$ cat src/rtl/core/apbv_pkg.sv
// Shared types, constants and helper functions for the address/payload block validator.
// Used by address_payload_block_validator; has no dependencies of its own.

package apbv_pkg;

	// Command store geometry.
	localparam int CMD_DEPTH = 32;
	localparam int CMD_AW    = (CMD_DEPTH > 1) ? $clog2(CMD_DEPTH) : 1;
	localparam int CMD_LW    = $clog2(CMD_DEPTH + 1);

	// Decimal forms of the address registers.
	localparam int NET_DIGITS = 10;
	localparam int DEV_DIGITS = 5;
	localparam int BCD_W      = 4 * NET_DIGITS;
	localparam int DEV_BCD_W  = 4 * DEV_DIGITS;
	localparam int CONV_W     = 32;
	localparam int CONV_CW    = $clog2(CONV_W);

	// Widths of the parse state.
	localparam int FLD_W   = 4;
	localparam int POS_W   = 7;
	localparam int ACC_W   = 17;
	localparam int SAVED_W = 16;
	localparam int CFG_IDX_W = 1;
	localparam int CFG_DATA_W = 32;

	localparam logic [POS_W-1:0] POS_MAX = '1;
	localparam logic [ACC_W-1:0] ACC_MAX = '1;
	localparam logic [FLD_W-1:0] FLD_MAX = '1;

	// Field numbers inside a message.
	localparam logic [FLD_W-1:0] FLD_NONE  = 4'd0;
	localparam logic [FLD_W-1:0] FLD_FIRST = 4'd1;
	localparam logic [FLD_W-1:0] FLD_NUM   = 4'd2;
	localparam logic [FLD_W-1:0] FLD_TYPE  = 4'd3;
	localparam logic [FLD_W-1:0] FLD_NET   = 4'd4;
	localparam logic [FLD_W-1:0] FLD_DEV   = 4'd5;

	// Characters of interest.
	localparam logic [7:0] CH_NUL  = 8'h00;
	localparam logic [7:0] CH_HASH = 8'h23;
	localparam logic [7:0] CH_ZERO = 8'h30;
	localparam logic [7:0] CH_NINE = 8'h39;
	localparam logic [7:0] CH_A    = 8'h41;
	localparam logic [7:0] CH_P    = 8'h50;

	typedef enum logic [1:0] {
		BT_EMPTY = 2'd0,
		BT_ADDR  = 2'd1,
		BT_PAY   = 2'd2,
		BT_OTHER = 2'd3
	} btype_t;

	typedef enum logic [1:0] {
		STAT_REJECT  = 2'd0,
		STAT_ADDR_OK = 2'd1,
		STAT_PAY_OK  = 2'd2
	} status_t;

	typedef enum logic [CFG_IDX_W-1:0] {
		REG_NET = 1'b0,
		REG_DEV = 1'b1
	} reg_idx_t;

	typedef enum logic [2:0] {
		S_RUN,
		S_CONV,
		S_FINISH,
		S_READ,
		S_SEND
	} fsm_t;

	// Number of significant decimal digits in a BCD word, at least one.
	function automatic logic [3:0] dec_count(input logic [BCD_W-1:0] bcd);
		logic [3:0] n;
		n = 4'd1;
		for (int i = 1; i < NET_DIGITS; i++) begin
			if (bcd[4*i +: 4] != 4'd0) begin
				n = 4'(i + 1);
			end
		end
		return n;
	endfunction

	// ASCII character of BCD digit number idx (0 is the least significant).
	function automatic logic [7:0] dec_char(input logic [BCD_W-1:0] bcd,
	                                        input logic [3:0] idx);
		logic [3:0] d;
		d = bcd[{idx, 2'b00} +: 4];
		return {CH_ZERO[7:4], d};
	endfunction

endpackage

$ cat src/rtl/core/apbv_ram.sv
// Generic single-write, single-read RAM with a registered read port.
// No dependencies; instanced by the validator for its command store.

module apbv_ram #(
	parameter int WIDTH = 8,
	parameter int DEPTH = 32,
	parameter int AW    = (DEPTH > 1) ? $clog2(DEPTH) : 1
) (
	input  logic             clk,
	input  logic             we,
	input  logic [AW-1:0]    waddr,
	input  logic [WIDTH-1:0] wdata,
	input  logic             re,
	input  logic [AW-1:0]    raddr,
	output logic [WIDTH-1:0] rdata
);

	logic [WIDTH-1:0] mem [DEPTH];
	logic [WIDTH-1:0] rdata_q;

	// Write port, and a read port whose data holds until the next read.
	always_ff @(posedge clk) begin
		if (we) begin
			mem[waddr] <= wdata;
		end
		if (re) begin
			rdata_q <= mem[raddr];
		end
	end

	assign rdata = rdata_q;

endmodule

$ cat src/rtl/core/address_payload_block_validator.sv
// Address/payload block validator: parses '#'-separated message text byte by byte.
// Depends on apbv_pkg and on apbv_ram for the command store.
//
// Usage: message bytes enter on the in channel (rx_byte, end_of_message), one
// transaction per byte; the byte with end_of_message set closes the message.
// Results leave on the out channel (status, cmd_char, char_valid, last) only
// after the final byte: one for a rejected block, an address block or a payload
// block with no commands, or one per command character, with last on the final one.
// Throughput: one byte per cycle while a message is parsed and no configuration
// write waits. After the final byte the verdict is formed, and each command
// character is read from the command RAM before it is sent. The input stays
// stalled until the last result is in the output register. Configuration writes
// (index 0 network address, index 1 device address) are to be taken between
// messages; the block does not enforce this. Each starts a binary-to-decimal
// conversion, during which neither channel accepts. When the receiver stalls,
// the result holds in the output register and the block waits. Reset clears all
// message state, the saved block number and both addresses (decimal "0").

module address_payload_block_validator (
	input  logic                                clk,
	input  logic                                arst_n,
	input  logic                                in_valid,
	output logic                                in_ready,
	input  logic [7:0]                          rx_byte,
	input  logic                                end_of_message,
	output logic                                out_valid,
	input  logic                                out_ready,
	output logic [1:0]                          status,
	output logic [7:0]                          cmd_char,
	output logic                                char_valid,
	output logic                                last,
	input  logic                                cfg_valid,
	output logic                                cfg_ready,
	input  logic [apbv_pkg::CFG_IDX_W-1:0]      cfg_index,
	input  logic [apbv_pkg::CFG_DATA_W-1:0]     cfg_data
);

	apbv_pkg::fsm_t state_q, state_n;

	// Per-message parse state.
	logic [apbv_pkg::FLD_W-1:0]   fn_q, fn_n, fn_inc;
	logic [apbv_pkg::POS_W-1:0]   pos_q, pos_n;
	logic                         text_end_q, text_end_n;
	logic                         hash_q, hash_n;
	apbv_pkg::btype_t             btype_q, btype_n;
	logic [apbv_pkg::ACC_W-1:0]   acc_q, acc_n;
	logic [20:0]                  acc_mul;
	logic                         dstop_q, dstop_n;
	logic                         netm_q, netm_n;
	logic                         devm_q, devm_n;
	logic [apbv_pkg::CMD_LW-1:0]  len_q, len_n;
	logic                         wr_en;

	// Kept across messages.
	logic [apbv_pkg::SAVED_W-1:0] saved_q;
	logic [apbv_pkg::BCD_W-1:0]   net_bcd_q;
	logic [3:0]                   net_ndig_q;
	logic [apbv_pkg::DEV_BCD_W-1:0] dev_bcd_q;
	logic [2:0]                   dev_ndig_q;

	// Decimal converter.
	logic [apbv_pkg::CONV_W-1:0]  conv_bin_q;
	logic [apbv_pkg::BCD_W-1:0]   conv_bcd_q, conv_adj, conv_bcd_nxt;
	logic [apbv_pkg::CONV_CW-1:0] conv_cnt_q;
	apbv_pkg::reg_idx_t           conv_sel_q;
	logic [3:0]                   conv_ndig;
	logic                         conv_done;

	// Command readout and output register.
	logic [apbv_pkg::CMD_AW-1:0]  rd_idx_q;
	logic                         rd_last;
	logic                         ram_re;
	logic [7:0]                   ram_rdata;
	logic                         out_valid_q;
	logic [1:0]                   status_q;
	logic [7:0]                   cmd_char_q;
	logic                         char_valid_q;
	logic                         last_q;
	logic                         out_free;
	logic                         ld_out;
	logic [1:0]                   out_status_n;
	logic [7:0]                   out_char_n;
	logic                         out_cv_n;
	logic                         out_last_n;
	logic                         clr_msg;
	logic                         rd_start;
	logic                         rd_step;

	// Verdict terms.
	logic                         net_dig_ok, dev_dig_ok;
	logic                         netm_fin, devm_fin;
	logic                         v_bad_start, v_addr, v_pay;
	logic                         fin_take;
	logic                         in_fire, cfg_fire;

	assign cfg_ready = (state_q == apbv_pkg::S_RUN);
	assign in_ready  = (state_q == apbv_pkg::S_RUN) && !cfg_valid;
	assign in_fire   = in_valid && in_ready;
	assign cfg_fire  = cfg_valid && cfg_ready;
	assign out_free  = !out_valid_q || out_ready;

	// Double-dabble step: add three to digits of five or more, then shift.
	always_comb begin
		for (int i = 0; i < apbv_pkg::NET_DIGITS; i++) begin
			conv_adj[4*i +: 4] = (conv_bcd_q[4*i +: 4] >= 4'd5) ?
				conv_bcd_q[4*i +: 4] + 4'd3 : conv_bcd_q[4*i +: 4];
		end
		conv_bcd_nxt = {conv_adj[apbv_pkg::BCD_W-2:0], conv_bin_q[apbv_pkg::CONV_W-1]};
		conv_ndig    = apbv_pkg::dec_count(conv_bcd_nxt);
	end

	assign conv_done = (state_q == apbv_pkg::S_CONV) && (conv_cnt_q == '1);

	// Digit checks of the address fields at the current position.
	assign net_dig_ok = (pos_q < {3'b000, net_ndig_q}) &&
		(rx_byte == apbv_pkg::dec_char(net_bcd_q, net_ndig_q - 4'd1 - pos_q[3:0]));
	assign dev_dig_ok = (pos_q < {4'b0000, dev_ndig_q}) &&
		(rx_byte == apbv_pkg::dec_char({{(apbv_pkg::BCD_W-apbv_pkg::DEV_BCD_W){1'b0}},
			dev_bcd_q}, {1'b0, dev_ndig_q} - 4'd1 - pos_q[3:0]));

	assign acc_mul = {1'b0, acc_q, 3'b000} + {3'b000, acc_q, 1'b0} + {17'd0, rx_byte[3:0]};
	assign fn_inc  = (fn_q != apbv_pkg::FLD_MAX) ? fn_q + 4'd1 : fn_q;

	// Next parse state for one received byte.
	always_comb begin
		fn_n       = fn_q;
		pos_n      = pos_q;
		text_end_n = text_end_q;
		hash_n     = hash_q;
		btype_n    = btype_q;
		acc_n      = acc_q;
		dstop_n    = dstop_q;
		netm_n     = netm_q;
		devm_n     = devm_q;
		len_n      = len_q;
		wr_en      = 1'b0;
		if (!text_end_q) begin
			if (rx_byte == apbv_pkg::CH_NUL) begin
				text_end_n = 1'b1;
			end else if (fn_q == apbv_pkg::FLD_NONE) begin
				hash_n = (rx_byte == apbv_pkg::CH_HASH);
				fn_n   = (rx_byte == apbv_pkg::CH_HASH) ? apbv_pkg::FLD_NUM : apbv_pkg::FLD_FIRST;
				pos_n  = '0;
			end else if (rx_byte == apbv_pkg::CH_HASH) begin
				if (fn_q == apbv_pkg::FLD_NET) begin
					netm_n = netm_q && (pos_q == {3'b000, net_ndig_q});
				end
				if (fn_q == apbv_pkg::FLD_DEV) begin
					devm_n = devm_q && (pos_q == {4'b0000, dev_ndig_q});
				end
				fn_n  = fn_inc;
				pos_n = '0;
				if (fn_inc == apbv_pkg::FLD_NET) begin
					netm_n = 1'b1;
				end else if (fn_inc == apbv_pkg::FLD_DEV) begin
					devm_n = 1'b1;
				end
			end else begin
				case (fn_q)
					apbv_pkg::FLD_NUM: begin
						if (!dstop_q && rx_byte >= apbv_pkg::CH_ZERO &&
						    rx_byte <= apbv_pkg::CH_NINE) begin
							acc_n = (acc_mul > {4'b0000, apbv_pkg::ACC_MAX}) ?
								apbv_pkg::ACC_MAX : acc_mul[apbv_pkg::ACC_W-1:0];
						end else begin
							dstop_n = 1'b1;
						end
					end
					apbv_pkg::FLD_TYPE: begin
						if (pos_q != '0) begin
							btype_n = apbv_pkg::BT_OTHER;
						end else if (rx_byte == apbv_pkg::CH_A) begin
							btype_n = apbv_pkg::BT_ADDR;
						end else if (rx_byte == apbv_pkg::CH_P) begin
							btype_n = apbv_pkg::BT_PAY;
						end else begin
							btype_n = apbv_pkg::BT_OTHER;
						end
					end
					apbv_pkg::FLD_NET: begin
						if (!net_dig_ok) begin
							netm_n = 1'b0;
						end
						if (len_q < apbv_pkg::CMD_LW'(apbv_pkg::CMD_DEPTH)) begin
							wr_en = 1'b1;
							len_n = len_q + 1'b1;
						end
					end
					apbv_pkg::FLD_DEV: begin
						if (!dev_dig_ok) begin
							devm_n = 1'b0;
						end
					end
					default: begin
					end
				endcase
				if (pos_q != apbv_pkg::POS_MAX) begin
					pos_n = pos_q + 1'b1;
				end
			end
		end
	end

	// Verdict at message end, with the open field closed.
	assign netm_fin = netm_q && ((fn_q != apbv_pkg::FLD_NET) || (pos_q == {3'b000, net_ndig_q}));
	assign devm_fin = devm_q && ((fn_q != apbv_pkg::FLD_DEV) ||
		(pos_q == {4'b0000, dev_ndig_q}));
	assign v_bad_start = (fn_q == apbv_pkg::FLD_NONE) || !hash_q;
	assign v_addr = (btype_q == apbv_pkg::BT_ADDR) && (fn_q >= apbv_pkg::FLD_DEV) &&
		netm_fin && devm_fin;
	assign v_pay  = (btype_q == apbv_pkg::BT_PAY) && (acc_q == {1'b0, saved_q} + 17'd1);
	assign rd_last = ({1'b0, rd_idx_q} + 1'b1) == len_q;

	// Next state and control strobes.
	always_comb begin
		state_n      = state_q;
		ld_out       = 1'b0;
		out_status_n = apbv_pkg::STAT_REJECT;
		out_char_n   = apbv_pkg::CH_NUL;
		out_cv_n     = 1'b0;
		out_last_n   = 1'b1;
		clr_msg      = 1'b0;
		ram_re       = 1'b0;
		rd_start     = 1'b0;
		rd_step      = 1'b0;
		fin_take     = 1'b0;
		case (state_q)
			apbv_pkg::S_RUN: begin
				if (cfg_fire) begin
					state_n = apbv_pkg::S_CONV;
				end else if (in_fire && end_of_message) begin
					state_n = apbv_pkg::S_FINISH;
				end
			end
			apbv_pkg::S_CONV: begin
				if (conv_done) begin
					state_n = apbv_pkg::S_RUN;
				end
			end
			apbv_pkg::S_FINISH: begin
				if (!v_bad_start && !v_addr && v_pay && len_q != '0) begin
					fin_take = 1'b1;
					rd_start = 1'b1;
					state_n  = apbv_pkg::S_READ;
				end else if (out_free) begin
					fin_take = 1'b1;
					ld_out   = 1'b1;
					clr_msg  = 1'b1;
					state_n  = apbv_pkg::S_RUN;
					if (!v_bad_start && v_addr) begin
						out_status_n = apbv_pkg::STAT_ADDR_OK;
					end else if (!v_bad_start && v_pay) begin
						out_status_n = apbv_pkg::STAT_PAY_OK;
					end
				end
			end
			apbv_pkg::S_READ: begin
				ram_re  = 1'b1;
				state_n = apbv_pkg::S_SEND;
			end
			apbv_pkg::S_SEND: begin
				if (out_free) begin
					ld_out       = 1'b1;
					out_status_n = apbv_pkg::STAT_PAY_OK;
					out_char_n   = ram_rdata;
					out_cv_n     = 1'b1;
					out_last_n   = rd_last;
					if (rd_last) begin
						clr_msg = 1'b1;
						state_n = apbv_pkg::S_RUN;
					end else begin
						rd_step = 1'b1;
						state_n = apbv_pkg::S_READ;
					end
				end
			end
			default: begin
				state_n = apbv_pkg::S_RUN;
			end
		endcase
	end

	always_ff @(posedge clk or negedge arst_n) begin
		if (!arst_n) begin
			state_q <= apbv_pkg::S_RUN;
		end else begin
			state_q <= state_n;
		end
	end

	// Per-message registers: cleared after each verdict, updated per byte.
	always_ff @(posedge clk or negedge arst_n) begin
		if (!arst_n) begin
			fn_q       <= apbv_pkg::FLD_NONE;
			pos_q      <= '0;
			text_end_q <= 1'b0;
			hash_q     <= 1'b0;
			btype_q    <= apbv_pkg::BT_EMPTY;
			acc_q      <= '0;
			dstop_q    <= 1'b0;
			netm_q     <= 1'b0;
			devm_q     <= 1'b0;
			len_q      <= '0;
		end else if (clr_msg) begin
			fn_q       <= apbv_pkg::FLD_NONE;
			pos_q      <= '0;
			text_end_q <= 1'b0;
			hash_q     <= 1'b0;
			btype_q    <= apbv_pkg::BT_EMPTY;
			acc_q      <= '0;
			dstop_q    <= 1'b0;
			netm_q     <= 1'b0;
			devm_q     <= 1'b0;
			len_q      <= '0;
		end else if (in_fire) begin
			fn_q       <= fn_n;
			pos_q      <= pos_n;
			text_end_q <= text_end_n;
			hash_q     <= hash_n;
			btype_q    <= btype_n;
			acc_q      <= acc_n;
			dstop_q    <= dstop_n;
			netm_q     <= netm_n;
			devm_q     <= devm_n;
			len_q      <= len_n;
		end
	end

	// Saved block number, decimal address forms, readout index and converter control.
	always_ff @(posedge clk or negedge arst_n) begin
		if (!arst_n) begin
			saved_q    <= '0;
			net_bcd_q  <= '0;
			net_ndig_q <= 4'd1;
			dev_bcd_q  <= '0;
			dev_ndig_q <= 3'd1;
			rd_idx_q   <= '0;
			conv_cnt_q <= '0;
			conv_sel_q <= apbv_pkg::REG_NET;
		end else begin
			if (fin_take) begin
				if (!v_bad_start) begin
					if (v_addr) begin
						saved_q <= (acc_q[apbv_pkg::ACC_W-1] != 1'b0) ?
							'1 : acc_q[apbv_pkg::SAVED_W-1:0];
					end else begin
						saved_q <= '0;
					end
				end
			end
			if (rd_start) begin
				rd_idx_q <= '0;
			end else if (rd_step) begin
				rd_idx_q <= rd_idx_q + 1'b1;
			end
			if (cfg_fire) begin
				conv_cnt_q <= '0;
				conv_sel_q <= apbv_pkg::reg_idx_t'(cfg_index);
			end else if (state_q == apbv_pkg::S_CONV) begin
				conv_cnt_q <= conv_cnt_q + 1'b1;
			end
			if (conv_done) begin
				if (conv_sel_q == apbv_pkg::REG_NET) begin
					net_bcd_q  <= conv_bcd_nxt;
					net_ndig_q <= conv_ndig;
				end else begin
					dev_bcd_q  <= conv_bcd_nxt[apbv_pkg::DEV_BCD_W-1:0];
					dev_ndig_q <= conv_ndig[2:0];
				end
			end
		end
	end

	// Converter shift registers.
	always_ff @(posedge clk) begin
		if (cfg_fire) begin
			conv_bcd_q <= '0;
			if (cfg_index == apbv_pkg::REG_DEV) begin
				conv_bin_q <= {16'd0, cfg_data[15:0]};
			end else begin
				conv_bin_q <= cfg_data;
			end
		end else if (state_q == apbv_pkg::S_CONV) begin
			conv_bcd_q <= conv_bcd_nxt;
			conv_bin_q <= {conv_bin_q[apbv_pkg::CONV_W-2:0], 1'b0};
		end
	end

	// Output register.
	always_ff @(posedge clk or negedge arst_n) begin
		if (!arst_n) begin
			out_valid_q <= 1'b0;
		end else if (ld_out) begin
			out_valid_q <= 1'b1;
		end else if (out_ready) begin
			out_valid_q <= 1'b0;
		end
	end

	always_ff @(posedge clk) begin
		if (ld_out) begin
			status_q     <= out_status_n;
			cmd_char_q   <= out_char_n;
			char_valid_q <= out_cv_n;
			last_q       <= out_last_n;
		end
	end

	assign out_valid  = out_valid_q;
	assign status     = status_q;
	assign cmd_char   = cmd_char_q;
	assign char_valid = char_valid_q;
	assign last       = last_q;

	// Command store.
	apbv_ram #(
		.WIDTH(8),
		.DEPTH(apbv_pkg::CMD_DEPTH)
	) u_cmd_ram (
		.clk   (clk),
		.we    (wr_en && in_fire),
		.waddr (len_q[apbv_pkg::CMD_AW-1:0]),
		.wdata (rx_byte),
		.re    (ram_re),
		.raddr (rd_idx_q),
		.rdata (ram_rdata)
	);

`ifndef ASSERT_OFF
	// The final byte of a message stalls the input until the verdict is out.
	a_eom_stalls: assert property (@(posedge clk) disable iff (!arst_n)
		in_valid && in_ready && end_of_message |=> !in_ready)
		else $error("input accepted right after end of message");

	// Only payload results carry a command character.
	a_char_is_payload: assert property (@(posedge clk) disable iff (!arst_n)
		out_valid && char_valid |-> status == apbv_pkg::STAT_PAY_OK)
		else $error("command character outside a payload result");

	// A result without a command character is always the only one of its message.
	a_single_is_last: assert property (@(posedge clk) disable iff (!arst_n)
		out_valid && !char_valid |-> last)
		else $error("single result without last");

	// The command length never runs past the store.
	a_len_bound: assert property (@(posedge clk) disable iff (!arst_n)
		len_q <= apbv_pkg::CMD_LW'(apbv_pkg::CMD_DEPTH))
		else $error("command length beyond store depth");
`endif

endmodule
$ cat config.mk
export PLATFORM = sky130hd
export DESIGN_NAME = address_payload_block_validator
export DESIGN_NICKNAME = d
export VERILOG_FILES = /design/src/rtl/core/apbv_pkg.sv /design/src/rtl/core/apbv_ram.sv /design/src/rtl/core/address_payload_block_validator.sv
export SDC_FILE = /design/constraint.sdc
export NUM_CORES = 1
export LEC_CHECK = 0
export BUFFER_PORTS_ARGS = -buffer_cell sky130_fd_sc_hd__buf_2
export CORE_UTILIZATION = 50
export DETAILED_ROUTE_END_ITERATION = 7
export PLACE_DENSITY = 0.68
export REMOVE_ABC_BUFFERS = 1
export SYNTH_ARGS = -nofsm -noshare
export SYNTH_HDL_FRONTEND = slang
export SYNTH_HIERARCHICAL = 1
export SYNTH_SLANG_ARGS = --single-unit
$ cat constraint.sdc
create_clock -name clk -period 4.6 [get_ports clk]
set_input_delay 0.46 -clock clk [delete_from_list [all_inputs] [get_ports clk]]
set_output_delay 0.46 -clock clk [all_outputs]
set_load 0.02 [all_outputs]
* Yosys cells after proc, flatten, opt, wreduce, memory -nomap -nowiden
Memory sizes are Yosys's and may differ from the RTL's. A register that Yosys moved wholly into a read port is not among the register bits.
Cells that the tools add are included.
** Cells by class
- Bitwise gates (word level) :: 2
- Shift-type cells :: 2
- $lt $le $gt $ge :: 17
- Mux-type cells :: 146
- Reductions and logical operators :: 76
- Equality and inequality tests :: 37
- Add/subtract/negate cells :: 23
** Operators by type and width (count)
- $mux 17 :: 9
- $mux 32 :: 3
- $shiftx 40x7->4 :: 2
- $mux 4 :: 19
- $mux 1 :: 61
- $mux 7 :: 7
- $mux 6 :: 8
- $ge 4x3->1 const B :: 11
- $reduce_bool 4->1 :: 10
- $add 4x2->4 const B :: 9
- $mux 2 :: 18
- $mux 3 :: 11
- $mux 16 :: 2
- $reduce_and 7->1 :: 4
- $logic_and 1x1->1 :: 23
- $add 20x18->21 :: 1
- $add 21x4->21 :: 1
- $gt 21x17->1 const B :: 1
- $mux 5 :: 4
- $reduce_bool 2->1 :: 10
- $add 16x1->17 const B :: 1
- $eq 17x17->1 :: 1
- $eq 4x3->1 const B :: 4
- $eq 8x6->1 :: 2
- 49 further kinds :: 81
** Storage, ports and cells
- Logic and storage cells :: 330
- Memories kept :: 1
- Bits of input ports :: 47
- Bits in registers :: 223
- Output and inout bits :: 15
- RAM bits :: 256
** Memories
- u_cmd_ram.mem :: words 32, width 8, rd ports 1, clocked after Yosys merged registers in 1, wr ports 1, line apbv_ram.sv:18 : logic [WIDTH-1:0] mem [DEPTH];

* Logic depth before layout (Yosys ltp)
Gate-level depths: netlist of run 1.
- Depth after elaboration :: 13
- Mapped depth :: 14
- Depth with buffers taken out :: 12

* Modules after synthesis
The synthesis of run 1 kept the hierarchy.
** By module, submodules not included
- address_payload_block_validator :: cells an instance 1381, times used 1, seq. area each 5602.9 µm², area each 13022.5 µm²
- apbv_ram :: cells an instance 417, times used 1, seq. area each 7927.6 µm², area each 10133.5 µm²

* Worst setup path after synthesis of run 1
OpenSTA, ideal clock, no wires.
- Path kind :: input -> register
- From :: input port rx_byte[3]
- To :: register acc_q[10] (netlist name)
- Setup time :: 0.139 ns
- Buffers on the path :: 2
- Stages :: 13
- Slack :: 0.646 ns
- Arrival :: 3.815 ns
- Data required time :: 4.461 ns
- Path through :: clkbuf_1 inv_1 fa_1 inv_1 ha_1 a211oi_1 nor2_1 o21ai_0 o21ai_0 a32o_1 o31ai_1 buf_2 o311ai_2
** Between the ends
- Word-level cells in the longest chain between the ends :: 11
- Elaborated cells between the ends (all ways) :: 21
- Classes of those cells :: add/sub (1); order compare (3); eq/ne (3); mux (9); reduce/logical (5)
** RTL lines
- start: declaration :: line address_payload_block_validator.sv:24 : input logic [7:0] rx_byte,
- $add 21x4->21 :: line address_payload_block_validator.sv:121 : assign acc_mul = {1'b0, acc_q, 3'b000} + {3'b000, acc_q, 1'b0} + {17'd0, rx_byte[3:0]};
- $gt 21x17->1 :: line address_payload_block_validator.sv:163 : acc_n = (acc_mul > {4'b0000, apbv_pkg::ACC_MAX}) ?
- $mux 17 :: line address_payload_block_validator.sv:163
- $mux 17 :: line address_payload_block_validator.sv:161 : if (!dstop_q && rx_byte >= apbv_pkg::CH_ZERO &&
- $mux 17 :: line address_payload_block_validator.sv:159 : case (fn_q)
- $mux 17 :: line address_payload_block_validator.sv:144 : end else if (rx_byte == apbv_pkg::CH_HASH) begin
- $mux 17 :: line address_payload_block_validator.sv:140 : end else if (fn_q == apbv_pkg::FLD_NONE) begin
- $mux 17 :: line address_payload_block_validator.sv:138 : if (rx_byte == apbv_pkg::CH_NUL) begin
- $mux 17 :: line address_payload_block_validator.sv:137 : if (!text_end_q) begin
- $mux 17 :: line address_payload_block_validator.sv:315 : end else if (in_fire) begin
- $mux 17 :: line address_payload_block_validator.sv:304 : end else if (clr_msg) begin
- end signal: assignment :: line address_payload_block_validator.sv:321 : acc_q <= acc_n;
- end: declaration :: line address_payload_block_validator.sv:46 : logic [apbv_pkg::ACC_W-1:0] acc_q, acc_n;
Parallel ways exist; a longest one is shown, timed or not. The select of a mux whose other input is x is not followed.
A chain may end at the register's enable or synchronous reset.

* Final worst setup path of run 1
- From :: register acc_q[2] (netlist name)
- To :: register acc_q[14] (netlist name)
** Between the ends
- Word-level cells in the longest chain between the ends :: 12
- Elaborated cells between the ends (all ways) :: 26
- Classes of those cells :: add/sub (2); order compare (1); eq/ne (5); mux (11); reduce/logical (7)
** RTL lines (line)
- $add 20x18->21 :: address_payload_block_validator.sv:121
- $add 21x4->21 :: address_payload_block_validator.sv:121
- $gt 21x17->1 :: address_payload_block_validator.sv:163
- $mux 17 :: address_payload_block_validator.sv:163
- $mux 17 :: address_payload_block_validator.sv:161
- $mux 17 :: address_payload_block_validator.sv:159
- $mux 17 :: address_payload_block_validator.sv:144
- $mux 17 :: address_payload_block_validator.sv:140
- $mux 17 :: address_payload_block_validator.sv:138
- $mux 17 :: address_payload_block_validator.sv:137
- $mux 17 :: address_payload_block_validator.sv:315
- $mux 17 :: address_payload_block_validator.sv:304
Parallel ways exist; a longest one is shown, timed or not. The select of a mux whose other input is x is not followed.

==> impl_metrics.csv, run 1 <==
group,metric,value,unit
worst_setup_path,cp-start-kind,"flip-flop",
routing,vias,14900,
floorplan,dieWidth,217,µm
synth,ys_warn_count,6,
clock_tree,cts_tree,"built",
power_and_ir_drop,clockPowerShare,28.9,%
synth,synthTopCellsByArea,"edfxtp_1 40%, dfrtp_1 15%, mux4_2 8.9%",
routing,vias_per_cell,5.96,
worst_setup_path,crit_fanout,17,
final_layout,mostFrequentLayoutCell,"edfxtp_1",
worst_setup_path,critPathArrivalTime,4180,ps
global_route,grt_max_degree,82,
worst_setup_path,r2r-start,"acc_q[2]",
place,port_buffers,61,
place,post-place-ws,721,ps
clock_tree,post_cts_buffers,0,
floorplan,initial_core_util,50.8,%
synth,synth_top_area_cell,"edfxtp_1",
timing,maxSlewHeadroom,27.3,%
power_and_ir_drop,p_leak,9.71,nW
routing,wl_per_cell,20.8,µm
worst_setup_path,setup.worst_path.class,"reg2reg",
final_layout,fill_cells,3537,
power_and_ir_drop,swShare,33.9,%
synth,netlist.area_leader.share,39.9,%
power_and_ir_drop,power_density,574,nW/µm²
hold_path,hold-path-cell-count,3,
clock_tree,cts_max_path_buffers,3,
worst_setup_path,timing.rr.end,"acc_q[14]",
timing,min_period,3730,ps
final_layout,fin_util,56.7,%
job,maxCapViolations,0,
floorplan,core_area,45600,µm²
timing,tightest_slew,1090,ps
global_route,antenna_found_initial,0,
clock_tree,root_buffer,"clkbuf_16",
worst_setup_path,crit_chain,"inv_1, fa_1, inv_1, ha_1, a211oi_1, nor2_1, o21ai_0, o21ai_0, a32o_1, o31ai_2, buf_4, o311ai_1",
power_and_ir_drop,peakVddDrop,391,µV
final_layout,area_growth,11.7,%
worst_setup_path,cpMaxStageDelayCell,"fa_1",
timing,post-route-period-util,81.1,%
timing,setup_viol,0,
timing,drv_slew,0,
synth,synth_area_per_cell,12.9,µm²
final_layout,layout.nets,1987,
timing,fmax,268,MHz
global_route,grt_overflow,0,
final_layout,register_area,13500,µm²
hold_path,hold_class,"in2reg",
final_layout,n_antenna_cell,0,
synth,synth-main-ff-cell,"edfxtp_1",
floorplan,io_pins,62,
worst_setup_path,crit_path_max_incr_delay,490,ps
final_layout,drive_gt1_share,17.0,%
clock_tree,cts_hold_buffers,1,
global_route,grt_usage,22.5,%
power_and_ir_drop,seqPwrFrac,38.9,%
clock_tree,clk-insertion-delay-late,610,ps
power_and_ir_drop,switching_power,0.00503,W
worst_setup_path,reg2reg_slack,870,ps
final_layout,final_cell_mix,"308 x edfxtp_1, 205 x nand2_1, 135 x dfrtp_1",
clock_tree,clock_sinks,487,
timing,setup_slack,868,ps
synth,synthCells,1798,
timing,finalHoldWorstSlack,115,ps
worst_setup_path,crit_buf_inv,3,
floorplan,die_h,217,µm
global_route,grt_pass1_wl,82.7,mm
power_and_ir_drop,p_int,0.00981,W
clock_tree,cts.repair.resized,0,
place,hpwlAfterDp,34.3,mm
floorplan,rows,78,
synth,synth_edf_count,308,
timing,rsz0062_at_grt,"no",
timing,fin_skew,50.9,ps
power_and_ir_drop,combPwrFrac,32.2,%
timing,hold_viol_final,0,
clock_tree,path_clk_slew,60,ps
synth,synth-seq-cells,487,
outcome,status,"finished clean",
place,gp_congestion,0.872,
worst_setup_path,cp_top_family,"compound AO/OA/AOI/OAI gates",
worst_setup_path,end_kind,"flip-flop",
hold_path,worstHoldStart,"cfg_data[6]",
synth,netlist-cell-type-count,76,
routing,ant_nets,0,
synth,async_flop_share,28.5,%
global_route,grt_pass1_vias,14600,
hold_path,whs_endpoint,"conv_bin_q[6]",
worst_setup_path,r2r_cells,12,
routing,drt_first_pass_iters,6,
worst_setup_path,worstPathRequired,5050,ps
floorplan,fp.dieArea,47200,µm²
synth,ys_seq_area_share,58.4,%
routing,drtIter0Drc,1451,
synth,netlist_area,23200,µm²
clock_tree,cts_max_level,2,
routing,drc,0,
final_layout,multiInputGateArea,9020,µm²
clock_tree,cts_buffers,51,
routing,drt-total-wl,52.0,mm
-- power groups by stage --
stage / Clock, W / Sequential [W] / Combinational, W
2_1_floorplan: 0 / 0.00588 / 0.00331
3_3_place_gp: 0 / 0.00583 / 0.00465
3_5_place_dp: 0 / 0.00585 / 0.00475
4_1_cts: 0.00437 / 0.00577 / 0.00479
5_1_grt: 0.00456 / 0.00585 / 0.00524
6_report: 0.00430 / 0.00578 / 0.00478
-- cells in the mapped netlist, drive strengths merged (3+ instances only) --
cell and n:
or2 3, nand3 57, o22ai 4, a211oi 10
or3b 3, a21oi 53, nand3b 27, or3 5
mux2i 14, mux4 92, xnor2 49, a31oi 19
or4 4, a22oi 3, nor4 6, nand4 20
a32o 10, buf 31, nand2 207, ha 78
nand2b 14, dfxtp 40, and4 10, o21bai 5
o211ai 5, o2bb2ai 17, a21o 6, inv 62
o311ai 19, xor2 21, o31ai 17, o21ai 121
dfrtp 137, clkbuf 55, nor3b 19, edfxtp 308
nor2b 12, mux2 26, nor3 30, and3 11
and2 14, fa 4, nor2 119
-- metrics by stage --
| stage | std cells | power, W | setup TNS [ps] | area (µm²) |
|---|---|---|---|---|
| 5_1_grt | 2499 | 0.0157 | 0 | 25900 |
| 6_report | 2499 | 0.0148 | 0 | 25900 |
| 4_1_cts | 2499 | 0.0149 | 0 | 25900 |
| 3_5_place_dp | 2404 | 0.0106 | 0 | 24100 |
| 2_1_floorplan | 1712 | 0.00919 | -15780 | 22800 |
| 3_3_place_gp | 2404 | 0.0105 | 0 | 24100 |
-- tightest hold or removal path: stages --
cell     delay [ps]
buf_2            70
nand2_1          40
nand2_1          40
-- logic make-up (layout without fill, tap and decap cells) --
kind of cell | after synthesis | count (layout) | share of synthesized area, %
xor+xnor | 71 | 71 | 2.75
flops | 487 | 487 | 58.4
fa+ha+maj | 82 | 82 | 4.56
buf+inv | 148 | 249 | 2.67
compound gates | 309 | 309 | 8.65
simple gates | 569 | 569 | 12.1
mux | 132 | 132 | 10.8
-- worst max path at each step --
stage	start	endpoint	slack (ps)	depth (start not counted)
6_report	acc_q[2]	acc_q[14]	870	12
5_1_grt	acc_q[2]	acc_q[14]	610	13
4_1_cts	acc_q[2]	acc_q[14]	920	12
3_5_place_dp	rx_byte[3]	u_cmd_ram/mem[4][2]	720	9
3_3_place_gp	rx_byte[3]	u_cmd_ram/mem[28][4]	860	9
2_1_floorplan	rd_idx_q[0]	acc_q[0]	-420	7
-- final cells by class --
class | count | share of cell area [%]
Sequential cell | 487 | 52.3
Multi-Input combinational cell | 1163 | 34.9
Clock buffer | 61 | 5.28
Tap cell | 600 | 2.90
Timing Repair Buffer | 93 | 2.14
Clock inverter | 33 | 1.54
Inverter | 62 | 0.900
-- routing by layer --
| metal | share of wire (%) | track usage, % | vias up |
|---|---|---|---|
| met5 | 0 | 0 | - |
| met4 | 2.2 | 6.50 | 0 |
| met3 | 5.4 | 3.24 | 73 |
| met2 | 47 | 36.3 | 463 |
| met1 | 45 | 31.9 | 7480 |
| li1 | - | - | 6872 |
-- sequential cells by signal (all words and copies together) (netlist names), 4 cells and up --
signal and cells:
u_cmd_ram/mem 256, conv_bcd_q 40, net_bcd_q 40, conv_bin_q 32, dev_bcd_q 20, acc_q 17, saved_q 16, cmd_char 8
u_cmd_ram/rdata 8, pos_q 7, len_q 6, conv_cnt_q 5, rd_idx_q 5, fn_q 4, net_ndig_q 4
Power figures use the tool's default switching activity.
==> run 2: changes to the inputs <==
- clock period: 4.6 -> 3.75 ns (I/O delays scaled with it)
==> run 2 against run 1 <==
Compared with the run above:
- cell area up 1.1%
- first-iteration DRC count down 22%
- clock power rose by 16%
- cell count up 1.8%
- critical path type unchanged
- largest power group unchanged
==> impl_metrics.csv, run 2 (synthesis results as in run 1) <==
group,metric,value,unit
floorplan,io_pins,62,
floorplan,fp.dieArea,47200,µm²
clock_tree,cts_buffers,49,
worst_setup_path,critPathArrivalTime,3930,ps
floorplan,initial_core_util,50.8,%
routing,drt_first_pass_iters,5,
power_and_ir_drop,power_density,691,nW/µm²
global_route,grt_usage,23.0,%
power_and_ir_drop,p_int,0.0119,W
routing,drt-total-wl,52.5,mm
timing,fmax,287,MHz
clock_tree,cts_max_level,2,
hold_path,hold_class,"in2reg",
power_and_ir_drop,peakVddDrop,666,µV
clock_tree,post_cts_buffers,0,
outcome,status,"finished clean",
clock_tree,path_clk_slew,60,ps
routing,drtIter0Drc,1127,
routing,vias_per_cell,5.85,
worst_setup_path,worstPathRequired,4200,ps
power_and_ir_drop,p_leak,9.92,nW
timing,hold_viol_final,0,
floorplan,core_area,45600,µm²
timing,setup_viol,0,
routing,wl_per_cell,20.6,µm
timing,min_period,3480,ps
final_layout,n_antenna_cell,0,
clock_tree,cts_max_path_buffers,3,
worst_setup_path,cp-start-kind,"flip-flop",
timing,maxSlewHeadroom,39.4,%
clock_tree,root_buffer,"clkbuf_16",
routing,ant_nets,0,
global_route,grt_pass1_vias,15100,
power_and_ir_drop,swShare,34.3,%
final_layout,largest_reg_flops,256,
final_layout,area_growth,12.9,%
place,port_buffers,61,
final_layout,final_cell_count_no_fill,2544,
timing,post-route-period-util,92.8,%
timing,drv_slew,0,
final_layout,layout.nets,2032,
routing,vias,14900,
clock_tree,clk-insertion-delay-late,600,ps
final_layout,largestRegisters,"u_cmd_ram/mem: 256 flops, conv_bcd_q: 40 flops, net_bcd_q: 40 flops",
global_route,grt_pass1_wl,84.0,mm
clock_tree,cts_tree,"built",
timing,rsz0062_at_grt,"no",
global_route,antenna_found_initial,1,
job,maxCapViolations,0,
power_and_ir_drop,seqPwrFrac,38.7,%
power_and_ir_drop,switching_power,0.00620,W
final_layout,mostFrequentLayoutCell,"edfxtp_1",
power_and_ir_drop,combPwrFrac,33.7,%
final_layout,final_cell_mix,"308 x edfxtp_1, 205 x nand2_1, 135 x dfrtp_1",
timing,tightest_slew,909,ps
floorplan,die_h,217,µm
clock_tree,cts.repair.resized,0,
worst_setup_path,setup.worst_path.class,"reg2reg",
worst_setup_path,end_kind,"flip-flop",
routing,drc,0,
floorplan,dieWidth,217,µm
global_route,grt_overflow,0,
final_layout,drive_gt1_share,18.7,%
global_route,grt_max_degree,96,
clock_tree,clock_sinks,487,
final_layout,fill_cells,3629,
place,gp_congestion,0.859,
final_layout,largest_register,"u_cmd_ram/mem",
final_layout,fin_util,57.4,%
power_and_ir_drop,clockPowerShare,27.6,%
floorplan,rows,78,
place,dp.cells,2451,
worst_setup_path,crit_fanout,17,
place,hpwlAfterDp,35.1,mm
timing,fin_skew,34.3,ps
## run 2: power by group through the flow
stage	Clock, W	Combinational, W	Sequential (W)
2_1_floorplan	0	0.00407	0.00721
3_3_place_gp	0	0.00596	0.00705
3_5_place_dp	0	0.00612	0.00708
4_1_cts	0.00508	0.00615	0.00698
5_1_grt	0.00529	0.00673	0.00706
6_report	0.00499	0.00609	0.00698
## run 2: timing repair
action / 4_1_cts / 5_1_grt
endpoints found under the hold margin: 92 / 0
hold buffers: 1 / 0
setup endpoints to repair: 0 / 0
## run 2: path summary, 6_finish.rpt
| check | start | endpoint | slack (ps) | cells past startpoint |
|---|---|---|---|---|
| worst max-delay path | acc_q[2] | acc_q[1] | 270 | 13 |
| worst min-delay path | cfg_data[1] | conv_bin_q[1] | 50 | 3 |
| worst max register to register | acc_q[2] | acc_q[1] | 270 | 13 |
| worst min register to register | conv_bcd_q[37] | conv_bcd_q[37] | 470 | 2 |
| max in group asynchronous | arst_n | rd_idx_q[0] | 2470 | 3 |
| min in group asynchronous | arst_n | conv_cnt_q[0] | 450 | 2 |
## run 2: stage by stage
| stage | total power, W | cell area (µm²) | hold WS, ps | setup TNS (ps) | worst slack, ps |
|---|---|---|---|---|---|
| after floorplan | 0.0113 | 22800 | 79.4 | -63620 | -1270 |
| after global placement | 0.0130 | 24500 | 456 | 0 | 348 |
| after detailed placement | 0.0132 | 24500 | 464 | 0 | 318 |
| after CTS | 0.0182 | 26100 | 12.6 | 0 | 351 |
| after global routing | 0.0191 | 26100 | 35.2 | 0 | 114 |
| final | 0.0181 | 26100 | 46.8 | 0 | 268 |
## run 2: critical path, stage by stage, from the launching register on
cell and delay [ps]:
dfrtp_1 430, inv_1 100, fa_1 490, inv_1 80
fa_1 480, a211oi_1 300, o21ai_0 250, nand2_1 150
o22ai_1 110, a31oi_1 200, a31oi_1 70, o31ai_2 230
buf_4 290, o311ai_1 150
## run 2: per-layer routing
| metal | vias to the layer above | part of all wire, % | GRT usage, % |
|---|---|---|---|
| met5 | - | 0.021 | 0 |
| met4 | 2 | 3.0 | 7.61 |
| met3 | 100 | 5.5 | 4.22 |
| met2 | 375 | 49 | 38.1 |
| met1 | 7446 | 43 | 30.5 |
| li1 | 6969 | - | - |
## run 2: area by class of cell
| class | count | area, µm² | share of cell area [%] |
|---|---|---|---|
| inverter | 62 | 233 | 0.890 |
| tap | 600 | 751 | 2.87 |
| sequential | 487 | 13500 | 51.8 |
| multi-input combinational | 1163 | 9020 | 34.5 |
| clock inverter | 29 | 295 | 1.13 |
| clock buffer | 63 | 1360 | 5.20 |
| timing repair buffer | 140 | 945 | 3.61 |
